### config.mk
export PLATFORM = sky130hd
export DESIGN_NAME = lcd_segment_persistence
export DESIGN_NICKNAME = d
export VERILOG_FILES = /design/src/rtl/lsp_pkg.sv /design/src/rtl/lsp_ctrl.sv /design/src/rtl/lsp_datapath.sv /design/src/rtl/lcd_segment_persistence.sv
export SDC_FILE = /design/constraint.sdc
export NUM_CORES = 2
export LEC_CHECK = 0
export ABC_AREA = 0
export BUFFER_PORTS_ARGS = -buffer_cell sky130_fd_sc_hd__buf_2
export CORE_MARGIN = 8
export CORE_UTILIZATION = 25
export CTS_BUF_LIST = sky130_fd_sc_hd__clkbuf_4 sky130_fd_sc_hd__clkbuf_8
export DETAILED_ROUTE_END_ITERATION = 10
export GPL_ROUTABILITY_DRIVEN = 0
export GPL_TIMING_DRIVEN = 0
export SLEW_MARGIN = 20
export SYNTH_ARGS = -nofsm -noshare
export SYNTH_HDL_FRONTEND = slang
export SYNTH_SLANG_ARGS = --single-unit
### constraint.sdc
create_clock -name clk_i -period 15.6 [get_ports clk_i]
set_clock_uncertainty 0.2 [all_clocks]
set_input_delay 4.68 -clock clk_i [delete_from_list [all_inputs] [get_ports clk_i]]
set_output_delay 4.68 -clock clk_i [all_outputs]
set_load 0.01 [all_outputs]
### src/rtl/lsp_pkg.sv
// ----------------------------------------------------------------------------
// lsp_pkg
// Shared types and constants of the segment LCD persistence block.
// ----------------------------------------------------------------------------
`default_nettype none

package lsp_pkg;

  // Default geometry
  localparam int unsigned DEF_LINES   = 8;
  localparam int unsigned DEF_COMMONS = 2;
  localparam int unsigned DEF_SEGS    = 4;

  // Field widths
  localparam int unsigned LEVEL_W   = 16;
  localparam int unsigned BYTE_W    = 8;
  localparam int unsigned LINE_W    = 3;
  localparam int unsigned SEG_W     = 2;
  localparam int unsigned CFG_IDX_W = 1;

  // Configuration register indexes
  localparam logic [CFG_IDX_W-1:0] CFG_MAX_LEVEL = 1'd0;
  localparam logic [CFG_IDX_W-1:0] CFG_RAMP_STEP = 1'd1;

  // Configuration reset values
  localparam logic [LEVEL_W-1:0] MAX_LEVEL_RST = 16'hFFFF;
  localparam logic [LEVEL_W-1:0] RAMP_STEP_RST = 16'h1000;

  // Request modes
  localparam logic MODE_WRITE = 1'b0;
  localparam logic MODE_READ  = 1'b1;

  typedef struct packed {
    logic              mode;
    logic [LINE_W-1:0] line_index;
    logic [BYTE_W-1:0] data_byte;
    logic              common_index;
    logic [SEG_W-1:0]  segment_index;
  } req_t;

  typedef struct packed {
    logic               frame_done;
    logic [LEVEL_W-1:0] level;
    logic               seg_on;
  } res_t;

  // Controller to datapath
  typedef struct packed {
    logic do_read;
    logic do_write;
    logic sweep_step;
    logic res_write;
    logic res_read;
    logic res_frame;
  } cmd_t;

  // Datapath to controller
  typedef struct packed {
    logic is_read;
    logic frame_end;
    logic sweep_last;
  } status_t;

  typedef enum logic [3:0] {
    ST_IDLE  = 4'b0001,
    ST_READ  = 4'b0010,
    ST_SWEEP = 4'b0100,
    ST_DRAIN = 4'b1000
  } state_e;

endpackage

`default_nettype wire

### src/rtl/lsp_ctrl.sv
// ----------------------------------------------------------------------------
// lsp_ctrl
// Sequencer for requests: writes, memory reads and level sweeps.
// ----------------------------------------------------------------------------
`default_nettype none

module lsp_ctrl import lsp_pkg::*; (
  input  wire logic    clk_i,
  input  wire logic    rst_ni,
  input  wire logic    start_i,
  input  wire status_t status_i,
  output cmd_t         cmd_o,
  output logic         busy_o
);

  state_e state_q, state_d;

  // Hold the state
  always_ff @(posedge clk_i or negedge rst_ni) begin
    if (!rst_ni) begin
      state_q <= ST_IDLE;
    end else begin
      state_q <= state_d;
    end
  end

  // Decode the next state and the datapath commands
  always_comb begin
    cmd_o   = '0;
    state_d = state_q;
    unique case (state_q)
      ST_IDLE: begin
        if (start_i) begin
          if (status_i.is_read) begin
            cmd_o.do_read = 1'b1;
            state_d       = ST_READ;
          end else begin
            cmd_o.do_write = 1'b1;
            if (status_i.frame_end) begin
              state_d = ST_SWEEP;
            end else begin
              cmd_o.res_write = 1'b1;
            end
          end
        end
      end
      ST_READ: begin
        cmd_o.res_read = 1'b1;
        state_d        = ST_IDLE;
      end
      ST_SWEEP: begin
        cmd_o.sweep_step = 1'b1;
        if (status_i.sweep_last) begin
          state_d = ST_DRAIN;
        end
      end
      ST_DRAIN: begin
        cmd_o.res_frame = 1'b1;
        state_d         = ST_IDLE;
      end
      default: begin
        state_d = ST_IDLE;
      end
    endcase
  end

  assign busy_o = (state_q != ST_IDLE);

endmodule

`default_nettype wire

### src/rtl/lsp_datapath.sv
// ----------------------------------------------------------------------------
// lsp_datapath
// Segment byte registers, change mask, level memory with ramp/clamp unit.
// ----------------------------------------------------------------------------
`default_nettype none

module lsp_datapath import lsp_pkg::*; #(
  parameter int unsigned LINES   = DEF_LINES,
  parameter int unsigned COMMONS = DEF_COMMONS,
  parameter int unsigned SEGS    = DEF_SEGS
) (
  input  wire logic                 clk_i,
  input  wire logic                 rst_ni,
  input  wire req_t                 req_i,
  input  wire logic                 cfg_we_i,
  input  wire logic [CFG_IDX_W-1:0] cfg_idx_i,
  input  wire logic [LEVEL_W-1:0]   cfg_wdata_i,
  input  wire cmd_t                 cmd_i,
  output status_t                   status_o,
  output logic                      res_valid_o,
  output res_t                      res_o
);

  localparam int unsigned DEPTH = COMMONS * LINES * SEGS;
  localparam int unsigned AW    = (DEPTH > 1) ? $clog2(DEPTH) : 1;
  localparam int unsigned LW    = (LINES > 1) ? $clog2(LINES) : 1;

  logic [LEVEL_W-1:0] max_level_q, ramp_step_q;
  logic [BYTE_W-1:0]  stored_q [LINES];
  logic [BYTE_W-1:0]  shown_q  [LINES];
  logic [BYTE_W-1:0]  mask_q, mask_d;

  logic [LW-1:0]      line_sel;
  logic               line_ok, wr_last;

  logic               h_q;
  logic [LW-1:0]      o_q;
  logic [SEG_W-1:0]   s_q;
  logic [AW-1:0]      addr_q;
  logic               pend_q;
  logic [AW-1:0]      wb_addr_q;
  logic               wb_on_q;

  logic [AW-1:0]      rd_req_addr, mem_addr;
  logic               rd_ok, rd_on;
  logic               rd_ok_q, rd_on_q;

  logic [LEVEL_W-1:0] mem_q [DEPTH];
  logic [LEVEL_W-1:0] rdata_q;
  logic               levels_ok_q;
  logic               ent_ok_q;
  logic [LEVEL_W-1:0] cur_level, wb_level;
  logic [LEVEL_W:0]   up_sum;

  logic               res_valid_q;
  res_t               res_q, res_d;

  // Write configuration registers
  always_ff @(posedge clk_i or negedge rst_ni) begin
    if (!rst_ni) begin
      max_level_q <= MAX_LEVEL_RST;
      ramp_step_q <= RAMP_STEP_RST;
    end else if (cfg_we_i) begin
      unique case (cfg_idx_i)
        CFG_MAX_LEVEL: max_level_q <= cfg_wdata_i;
        CFG_RAMP_STEP: ramp_step_q <= cfg_wdata_i;
        default: ;
      endcase
    end
  end

  // Decode the request line
  assign line_sel = LW'(req_i.line_index);
  assign line_ok  = int'(req_i.line_index) < LINES;
  assign wr_last  = line_ok && (int'(req_i.line_index) == LINES - 1);

  // Collect changed bits; line 0 opens a new pass
  assign mask_d = ((req_i.line_index == '0) ? '0 : mask_q)
                | (stored_q[line_sel] ^ req_i.data_byte);

  assign status_o.is_read    = (req_i.mode == MODE_READ);
  assign status_o.frame_end  = (req_i.mode == MODE_WRITE) && wr_last;
  assign status_o.sweep_last = (addr_q == AW'(DEPTH - 1));

  // Store segment bytes; latch the display bytes on a quiet frame
  always_ff @(posedge clk_i or negedge rst_ni) begin
    if (!rst_ni) begin
      mask_q <= '0;
      for (int i = 0; i < LINES; i++) begin
        stored_q[i] <= '0;
        shown_q[i]  <= '0;
      end
    end else if (cmd_i.do_write && line_ok) begin
      stored_q[line_sel] <= req_i.data_byte;
      mask_q             <= mask_d;
      if (wr_last && (mask_d == '0)) begin
        for (int i = 0; i < LINES; i++) begin
          shown_q[i] <= (LW'(i) == line_sel) ? req_i.data_byte : stored_q[i];
        end
      end
    end
  end

  // Advance the sweep over all levels
  always_ff @(posedge clk_i or negedge rst_ni) begin
    if (!rst_ni) begin
      h_q    <= 1'b0;
      o_q    <= '0;
      s_q    <= '0;
      addr_q <= '0;
      pend_q <= 1'b0;
    end else begin
      pend_q <= cmd_i.sweep_step;
      if (cmd_i.do_write && wr_last) begin
        h_q    <= 1'b0;
        o_q    <= '0;
        s_q    <= '0;
        addr_q <= '0;
      end else if (cmd_i.sweep_step) begin
        addr_q <= addr_q + AW'(1);
        if (s_q == SEG_W'(SEGS - 1)) begin
          s_q <= '0;
          if (o_q == LW'(LINES - 1)) begin
            o_q <= '0;
            h_q <= ~h_q;
          end else begin
            o_q <= o_q + LW'(1);
          end
        end else begin
          s_q <= s_q + SEG_W'(1);
        end
      end
    end
  end

  // Carry the sweep address and display bit to the write-back stage
  always_ff @(posedge clk_i) begin
    if (cmd_i.sweep_step) begin
      wb_addr_q <= addr_q;
      wb_on_q   <= shown_q[o_q][{h_q, s_q}];
    end
  end

  // Form the read request address and display bit
  assign rd_req_addr = AW'((int'(req_i.common_index) * LINES + int'(req_i.line_index)) * SEGS
                           + int'(req_i.segment_index));
  assign rd_ok       = line_ok && (int'(req_i.common_index) < COMMONS)
                    && (int'(req_i.segment_index) < SEGS);
  assign rd_on       = rd_ok && shown_q[line_sel][{req_i.common_index, req_i.segment_index}];
  assign mem_addr    = cmd_i.do_read ? rd_req_addr : addr_q;

  always_ff @(posedge clk_i) begin
    if (cmd_i.do_read) begin
      rd_ok_q <= rd_ok;
      rd_on_q <= rd_on;
    end
  end

  // Level memory: one write and one registered read per cycle
  always_ff @(posedge clk_i) begin
    if (pend_q) begin
      mem_q[wb_addr_q] <= wb_level;
    end
    rdata_q  <= mem_q[mem_addr];
    ent_ok_q <= levels_ok_q;
  end

  // Mark the levels written once the first sweep has finished; until then
  // every level reads as zero
  always_ff @(posedge clk_i or negedge rst_ni) begin
    if (!rst_ni) begin
      levels_ok_q <= 1'b0;
    end else if (pend_q && (wb_addr_q == AW'(DEPTH - 1))) begin
      levels_ok_q <= 1'b1;
    end
  end

  assign cur_level = ent_ok_q ? rdata_q : '0;

  // Ramp one level and clamp to 0..max_level
  assign up_sum = {1'b0, cur_level} + {1'b0, ramp_step_q};
  always_comb begin
    if (wb_on_q) begin
      wb_level = (up_sum > {1'b0, max_level_q}) ? max_level_q : up_sum[LEVEL_W-1:0];
    end else if (cur_level < ramp_step_q) begin
      wb_level = '0;
    end else if ((cur_level - ramp_step_q) > max_level_q) begin
      wb_level = max_level_q;
    end else begin
      wb_level = cur_level - ramp_step_q;
    end
  end

  // Build the result
  always_comb begin
    res_d = '0;
    if (cmd_i.res_frame) begin
      res_d.frame_done = 1'b1;
    end else if (cmd_i.res_read) begin
      res_d.level  = rd_ok_q ? cur_level : '0;
      res_d.seg_on = rd_on_q;
    end
  end

  always_ff @(posedge clk_i or negedge rst_ni) begin
    if (!rst_ni) begin
      res_valid_q <= 1'b0;
    end else begin
      res_valid_q <= cmd_i.res_write || cmd_i.res_read || cmd_i.res_frame;
    end
  end

  always_ff @(posedge clk_i) begin
    res_q <= res_d;
  end

  assign res_valid_o = res_valid_q;
  assign res_o       = res_q;

endmodule

`default_nettype wire

### src/rtl/lcd_segment_persistence.sv
// ----------------------------------------------------------------------------
// lcd_segment_persistence
// Segment LCD with persistence: stored bytes, display bytes, ramped levels.
// ----------------------------------------------------------------------------
// A request is taken when start_i is high and busy_o is low; every request
// gives exactly one result, shown for one cycle under res_valid_o. A write
// that is not the last line of a frame leaves busy_o low and its result
// comes on the next cycle. A read holds busy_o high while the controller is
// in ST_READ; its result passes through the registered read of the level
// memory and then the result register. A write to the last line ends a
// frame: busy_o stays high through the sweep, which walks the level memory
// one entry a cycle, and through the drain state, and the frame result
// follows. Levels need no clearing pass after reset.
// ----------------------------------------------------------------------------
`default_nettype none

module lcd_segment_persistence import lsp_pkg::*; #(
  parameter int unsigned LINES   = DEF_LINES,
  parameter int unsigned COMMONS = DEF_COMMONS,
  parameter int unsigned SEGS    = DEF_SEGS
) (
  input  wire logic                 clk_i,
  input  wire logic                 rst_ni,
  input  wire logic                 start_i,
  output logic                      busy_o,
  input  wire req_t                 req_i,
  input  wire logic                 cfg_we_i,
  input  wire logic [CFG_IDX_W-1:0] cfg_idx_i,
  input  wire logic [LEVEL_W-1:0]   cfg_wdata_i,
  output logic                      res_valid_o,
  output res_t                      res_o
);

  cmd_t    cmd;
  status_t status;

  lsp_ctrl u_ctrl (
    .clk_i    (clk_i),
    .rst_ni   (rst_ni),
    .start_i  (start_i),
    .status_i (status),
    .cmd_o    (cmd),
    .busy_o   (busy_o)
  );

  lsp_datapath #(
    .LINES   (LINES),
    .COMMONS (COMMONS),
    .SEGS    (SEGS)
  ) u_datapath (
    .clk_i       (clk_i),
    .rst_ni      (rst_ni),
    .req_i       (req_i),
    .cfg_we_i    (cfg_we_i),
    .cfg_idx_i   (cfg_idx_i),
    .cfg_wdata_i (cfg_wdata_i),
    .cmd_i       (cmd),
    .status_o    (status),
    .res_valid_o (res_valid_o),
    .res_o       (res_o)
  );

`ifndef SYNTHESIS
  // A read result follows the registered level memory read and the result register
  a_read_latency: assert property (@(posedge clk_i) disable iff (!rst_ni)
    start_i && !busy_o && (req_i.mode == MODE_READ) |-> ##2 res_valid_o)
    else $error("read result missing");

  // A write inside a frame answers next cycle without a frame flag
  a_write_result: assert property (@(posedge clk_i) disable iff (!rst_ni)
    start_i && !busy_o && (req_i.mode == MODE_WRITE)
    && (int'(req_i.line_index) != LINES - 1)
    |=> res_valid_o && !res_o.frame_done)
    else $error("write result wrong");

  // The frame result only comes once the sweep has finished
  a_frame_idle: assert property (@(posedge clk_i) disable iff (!rst_ni)
    res_valid_o && res_o.frame_done |-> !busy_o && (res_o.level == '0) && !res_o.seg_on)
    else $error("frame result during sweep");

  // Sweep steps only while a request is in progress
  a_sweep_busy: assert property (@(posedge clk_i) disable iff (!rst_ni)
    cmd.sweep_step |-> busy_o)
    else $error("sweep step while idle");
`endif

endmodule

`default_nettype wire

**Word level (Yosys, flattened, before mapping)**

Memory sizes are Yosys's and may differ from the RTL's. A register that Yosys moved wholly into a read port is not among the register bits.
Index checks and enable logic that the tools add are counted.

- Flip-flop bits (word level): 214
- Memory bits (writable): 1024
- Input bits: 36
- Output and inout bits: 20
- Word-level logic and storage cells: 160
- Memories kept: 1

Memories:

| memory | words | width | read ports | clocked after memory_dff | write ports | line | text |
|---|---|---|---|---|---|---|---|
| u_datapath.mem_q | 64 | 16 | 1 | 1 | 1 | lsp_datapath.sv:48 | `logic [LEVEL_W-1:0] mem_q [DEPTH];` |

- Add/sub/neg operators: 7
- Order comparisons: 8
- Equal/unequal tests: 20
- Mux-type cells: 63
- Bitwise gates (word level): 8
- Reduce and logical (&&, ||, !) cells: 19

Operators by type and width:

| cell | count |
|---|---|
| $mux W8 | 16 |
| $mux W16 | 5 |
| $bmux W8 S3 | 3 |
| $bwmux W64 | 1 |
| $demux W8 S3 | 1 |
| $mux W1 | 18 |
| $mux W6 | 3 |
| $add A16 B16 Y17 | 1 |
| $gt A17 B16 Y1 | 1 |
| $gt A16 B16 Y1 | 1 |
| $lt A16 B16 Y1 | 1 |
| $mux W4 | 4 |
| $sub A16 B16 Y16 | 1 |
| $eq A3 B3 Y1 const A | 4 |
| $eq A6 B6 Y1 const B | 2 |
| $mux W3 | 4 |
| $mux W2 | 5 |
| $ge A4 B4 Y1 const B | 2 |
| $logic_not A8 Y1 | 1 |
| $lt A3 B4 Y1 const B | 2 |
| $not A3 Y4 | 2 |
| $or A8 B8 Y8 | 1 |
| $pmux W4 S2 | 1 |
| $reduce_and A2 Y1 | 4 |
| other kinds (26) | 41 |

**Longest topological paths before layout**

- Depth in word-level cells: 9
- Depth in mapped cells: 23
- Mapped depth without buffers: 20

**Modules after synthesis**

A second synthesis with hierarchy kept.

- Cells, all modules: 3153
- Area total of the unflattened synthesis: 52957.0 um^2

By module, submodules not included:

| module | instances | cells each | area each (um^2) | seq. area each (um^2) |
|---|---|---|---|---|
| lsp_datapath | 1 | 3130 | 52729.3 | 36291.1 |
| lsp_ctrl | 1 | 23 | 227.7 | 101.3 |

**Least setup slack after synthesis**

OpenSTA, ideal clock, no wires.

- Path kind: reg2reg
- From: register u_datapath.ent_ok_q
- To: memory u_datapath.mem_q[0][11], data pin
- Library setup time: 729 ps
- Data arrival time: 7038 ps
- Data required time: 14671 ps
- Setup slack: 7633 ps
- Cell stages (with the launch flop): 22
- Buffers on the path: 4
- Period minus slack after synthesis: 7967 ps
- Cells stage by stage: dfxtp_1 clkbuf_1 clkbuf_1 nand2_1 inv_1 ha_1 buf_2 nor3_1 nor2_1 a311oi_1 o31ai_1 a31o_2 a21o_1 and2_1 ha_1 and4_1 nand3_1 a211o_1 a21oi_1 clkbuf_1 nor2_1 o32ai_1

- Word-level cells in the longest chain between the ends: 6
- Elaborated cells on any way between the ends: 10
- Classes of those cells: add/sub (2); order compare (3); mux (5)

Ends and longest elaborated chain:

| item | line | text |
|---|---|---|
| start: declaration | lsp_datapath.sv:51 | `logic ent_ok_q;` |
| start signal: assignment | lsp_datapath.sv:165 | `ent_ok_q <= levels_ok_q;` |
| $mux W16 (*) | lsp_datapath.sv:178 | `assign cur_level = ent_ok_q ? rdata_q : '0;` |
| named net u_datapath.cur_level[2] | lsp_datapath.sv:52 | `logic [LEVEL_W-1:0] cur_level, wb_level;` |
| $sub A16 B16 Y16 | lsp_datapath.sv:187, lsp_datapath.sv:190 |  |
| $gt A16 B16 Y1 | lsp_datapath.sv:187 | `end else if ((cur_level - ramp_step_q) > max_level_q) begin` |
| $mux W16 | lsp_datapath.sv:187 |  |
| $mux W16 | lsp_datapath.sv:185 | `end else if (cur_level < ramp_step_q) begin` |
| $mux W16 (*) | lsp_datapath.sv:183 | `if (wb_on_q) begin` |
| named net u_datapath.wb_level[11] | lsp_datapath.sv:52 |  |
| end: declaration | lsp_datapath.sv:48 |  |

Mark *: on every way through the listed nets, which the timed path passes. The rest lies on a longest branch.

**Final worst setup path**

- From: input port req_i[11] (netlist name)
- To: register u_datapath.rdata_q[9] (read register of u_datapath.mem_q)

- Word-level cells in the longest chain between the ends: 3

Ends and longest elaborated chain:

| item | line | text |
|---|---|---|
| start: declaration | lcd_segment_persistence.sv:26 | `input wire req_t req_i,` |
| $add A4 B3 Y4 | lsp_datapath.sv:145 | `assign rd_req_addr = AW'((int'(req_i.common_index) * LINES + int'(req_i.line_index)) * SEGS` |
| $add A6 B2 Y6 | lsp_datapath.sv:146 | `+ int'(req_i.segment_index));` |
| $mux W6 | lsp_datapath.sv:150 | `assign mem_addr = cmd_i.do_read ? rd_req_addr : addr_q;` |
| end: declaration | lsp_datapath.sv:49 | `logic [LEVEL_W-1:0] rdata_q;` |

No other way between the ends.
A chain may end at the register's enable or synchronous reset.

==> reports/results.tsv <==
metric	value	unit
outcome	finished, final reports clean	
Critical Path AT	7.96	ns
worst hold-check path type	reg2reg	
via count	36160	
Residual DRC	0	
DR vias/cell	4.736	
Worst Hold Path EP	u_datapath.ent_ok_q	
worst-path fanout max	10	
syn_area_per_cell	12.36	sq um
post-synthesis sequential area ratio	68.30	%
final setup violation count	0	
hpwl dp	112900	um
Main synth FF type	edfxtp_1	
Final Max Slew Viols	0	
largest net degree at the start of global routing	86	
RSZ-0062 raised after global routing	no	
core area	212100	sq um
FF+latch count, synth	1254	
later-pin clock latency in the skew report	0.94	ns
internal reg-to-reg setup slack	8.66	ns
vias in the first global route	35040	
worst hold slack	0.1709	ns
measured slew at the worst slew-check pin	1.240	ns
die height	477.7	um
first-pass iteration count of the detailed router	7	
initial antenna violation count	11	
TritonCTS clock tree	built	
Max clock buf depth	3	
R2R Path Start	u_datapath.ent_ok_q	
Area Overhead vs Synth	18.20	%
CTS root buf	clkbuf_8	
post-CTS setup buffer count	0	
YS warnings	0	
Worst slew margin	16.15	%
multi-input logic area	15730	sq um
Post-Syn Area	53280	sq um
clock period minus worst slack	7.416	ns
share of layout cells above drive strength 1	17.69	%
post-CTS sizing	0	
Static Leakage	22.74	nW
synthesized instance count	4312	
# clock sinks	1254	
hold violation total from the final report	0	
R2R Path End	u_datapath.mem_q[43][13]	
switching power	2.846	mW
setup TNS	0	ns
# IOs	56	
crit path capture type	register	
period utilization	47.54	%
fmax	0.1348	GHz
detailed-route wire length	157400	um
total CTS buffers	188	
R2R depth	25	
Net Sw Frac	33.15	%
Mapped Nets	4418	
synth unique cells	78	
clock power share	32.3	%
htree depth	4	
Initial DRC Count	4091	
Post-synth ARST share	14.91	%
Hold-fix buffers, CTS	0	
Final Instance Area	62980	sq um
CP startpoint kind	input port	
DRT antenna net count	0	
placed instance area	59140	sq um
critical path type	in2reg	
Crit path required time	16.15	ns
number of port buffers	44	
Routed WL per cell	20.61	um
CTS clk-pin slew, worst paths	0.07	ns
min-delay src	u_datapath.levels_ok_q	
pwr dens	136.3	nW/um^2
Combinational Power Share	23.7	%
Post-synth EDFFs	1032	
first-pass GRT wire length	232100	um
fin util	29.70	%
die area	228200	sq um
layout net count	4751	
Max Cap Viol	0	
site row count	169	
fill count	21330	
sequential power share	44.0	%
maximum vdd drop	100.9	uV
total global-route track usage	13.29	%
Register Area	36390	sq um
cell internal pwr	5.740	mW
Hold Path Depth	0	
Overflow after GRT	0	
initial cell density of the core	25.12	%
die width	477.7	um
[synthesized netlist by cell type, types with 3 or more instances]
master    number  area share, %
nand2b_1      14           0.16
dfxtp_1       35            1.3
nor3_1        15           0.14
a22o_1         8           0.13
nand4_1      138            1.6
nand3_1      536            5.0
o211ai_1       3          0.042
mux4_2        58            2.5
buf_6          7           0.15
buf_2        115            1.1
xnor2_1       33           0.54
dfrtp_1      169            7.9
nand3b_1      13           0.18
or4_1         16           0.23
o31ai_1        3          0.042
a221oi_1       3          0.049
nor3b_1        6          0.085
nor2_1       137           0.97
buf_4         13           0.18
or2_2         10           0.12
a21o_1         7          0.099
nor2b_1        6          0.070
a211o_1        3          0.049
o21a_1         3          0.042
or3_1         11           0.13
o21ai_0       77           0.72
edfxtp_1    1032             58
ha_1          69            1.6
a31oi_1        5          0.059
o22ai_1       76           0.89
o21ai_1       20           0.19
a21oi_1       33           0.31
buf_1          9          0.063
clkbuf_1     133           0.94
dfstp_2       18           0.89
and2_1         5          0.059
xor2_1         6          0.099
mux2i_1       98            1.8
mux2_2        82            1.7
nor4_1         7          0.082
nand2_1     1167            8.2
inv_1         66           0.46
[worst max path at each step]
stage | start | to | slack (ns) | cells past startpoint
2_1_floorplan | u_datapath.ent_ok_q | u_datapath.mem_q[0][11] | 7.63 | 21
3_3_place_gp | u_datapath.ent_ok_q | u_datapath.mem_q[22][7] | 1.26 | 21
3_5_place_dp | req_i[11] | u_datapath.rdata_q[5] | 7.29 | 12
4_1_cts | req_i[11] | u_datapath.rdata_q[5] | 8.32 | 12
5_1_grt | u_datapath.ent_ok_q | u_datapath.mem_q[43][13] | 8.10 | 25
6_report | req_i[11] | u_datapath.rdata_q[9] | 8.18 | 12
[cells by family after synthesis]
kind of cell | count (synthesis) | synth area share, %
adder cells (fa/ha/maj) | 70 | 1.658
flip-flops | 1254 | 68.30
AO/OA/AOI/OAI | 269 | 3.100
buffers and inverters | 346 | 2.900
AND/OR/NAND/NOR | 2096 | 17.38
multiplexers | 238 | 6.025
XOR/XNOR | 39 | 0.6410
[routing by layer]
layer | up-vias | track usage, % | share of wire [%]
met1 | 17880 | 18.62 | 43
met5 | - | 0 | 0.0083
met3 | 283 | 3.690 | 10
met4 | 2 | 4.513 | 3.2
li1 | 16310 | - | -
met2 | 1685 | 19.77 | 43
[layout by cell type, fill, tap and decap left out, types with 18 or more instances in the layout]
cell      Yosys  final
a21oi_1      33     33
buf_16        0     33
buf_2       115    158
buf_4        13     21
buf_6         7     44
buf_8         0     19
clkbuf_1    133    131
clkbuf_4      0     68
clkbuf_8      0    204
clkinv_1      1     39
clkinv_2      0     21
dfrtp_1     169    169
dfstp_2      18     18
dfxtp_1      35     35
edfxtp_1   1032   1032
ha_1         69     69
inv_1        66     66
mux2_2       82     82
mux2i_1      98     98
mux4_2       58     58
nand2_1    1167   1167
nand3_1     536    536
nand4_1     138    138
nor2_1      137     73
nor2_2        0     64
o21ai_0      77     76
o21ai_1      20     20
o22ai_1      76     65
xnor2_1      33     33
[power groups by stage]
stage                     clock, mW  sequential [mW]  combinational [mW]
after floorplan                   0             3.82                1.17
after global placement            0             3.85                1.92
after detailed placement          0             3.85                1.99
after CTS                      2.81             3.78                1.99
after global routing           2.96             3.79                2.17
final                          2.77             3.78                2.03
[sequential cells by signal (all words and copies together) (netlist names)]
signal and count:
u_datapath.pend_q 1, u_datapath.mem_q 1024, u_datapath.s_q 2, u_datapath.h_q 1, u_ctrl.state_q 4, u_datapath.wb_addr_q 6, u_datapath.addr_q 6, u_datapath.rd_on_q 1
u_datapath.mask_q 8, u_datapath.shown_q 64, u_datapath.stored_q 64, u_datapath.res_valid_o 1, u_datapath.ramp_step_q 16, u_datapath.levels_ok_q 1, u_datapath.o_q 3, u_datapath.rdata_q 16
u_datapath.wb_on_q 1, u_datapath.res_o 18, u_datapath.max_level_q 16, u_datapath.ent_ok_q 1
[worst max-delay path: stages]
cell and delay, ns:
buf_6 0.15, buf_6 0.21, buf_6 0.20, buf_4 0.23, nand3_1 0.09, o21ai_0 0.14, buf_2 0.52, buf_2 0.36
nand3_1 0.14, nand4_1 0.23, o22ai_1 0.24, or4_1 0.74
[area by class of cell]
cell class / count / share of cell area (%)
Multi-Input combinational cell: 2712 / 24.97
Inverter: 68 / 0.4053
Sequential cell: 1254 / 57.78
Clock buffer: 272 / 5.268
Timing Repair Buffer: 143 / 3.089
Buffer: 278 / 2.052
Clock inverter: 77 / 0.7966
Antenna cell: 9 / 0.03576
Tap cell: 2821 / 5.604
[metrics by stage]
step,setup WS (ns),std cells,power (mW)
after CTS,8.317,7625,8.584
after floorplan,7.633,4312,4.989
final,8.184,7634,8.586
after global placement,1.263,7177,5.775
after global routing,8.104,7630,8.911
after detailed placement,7.287,7276,5.832
No activity file was read; power rests on OpenSTA's default activity.
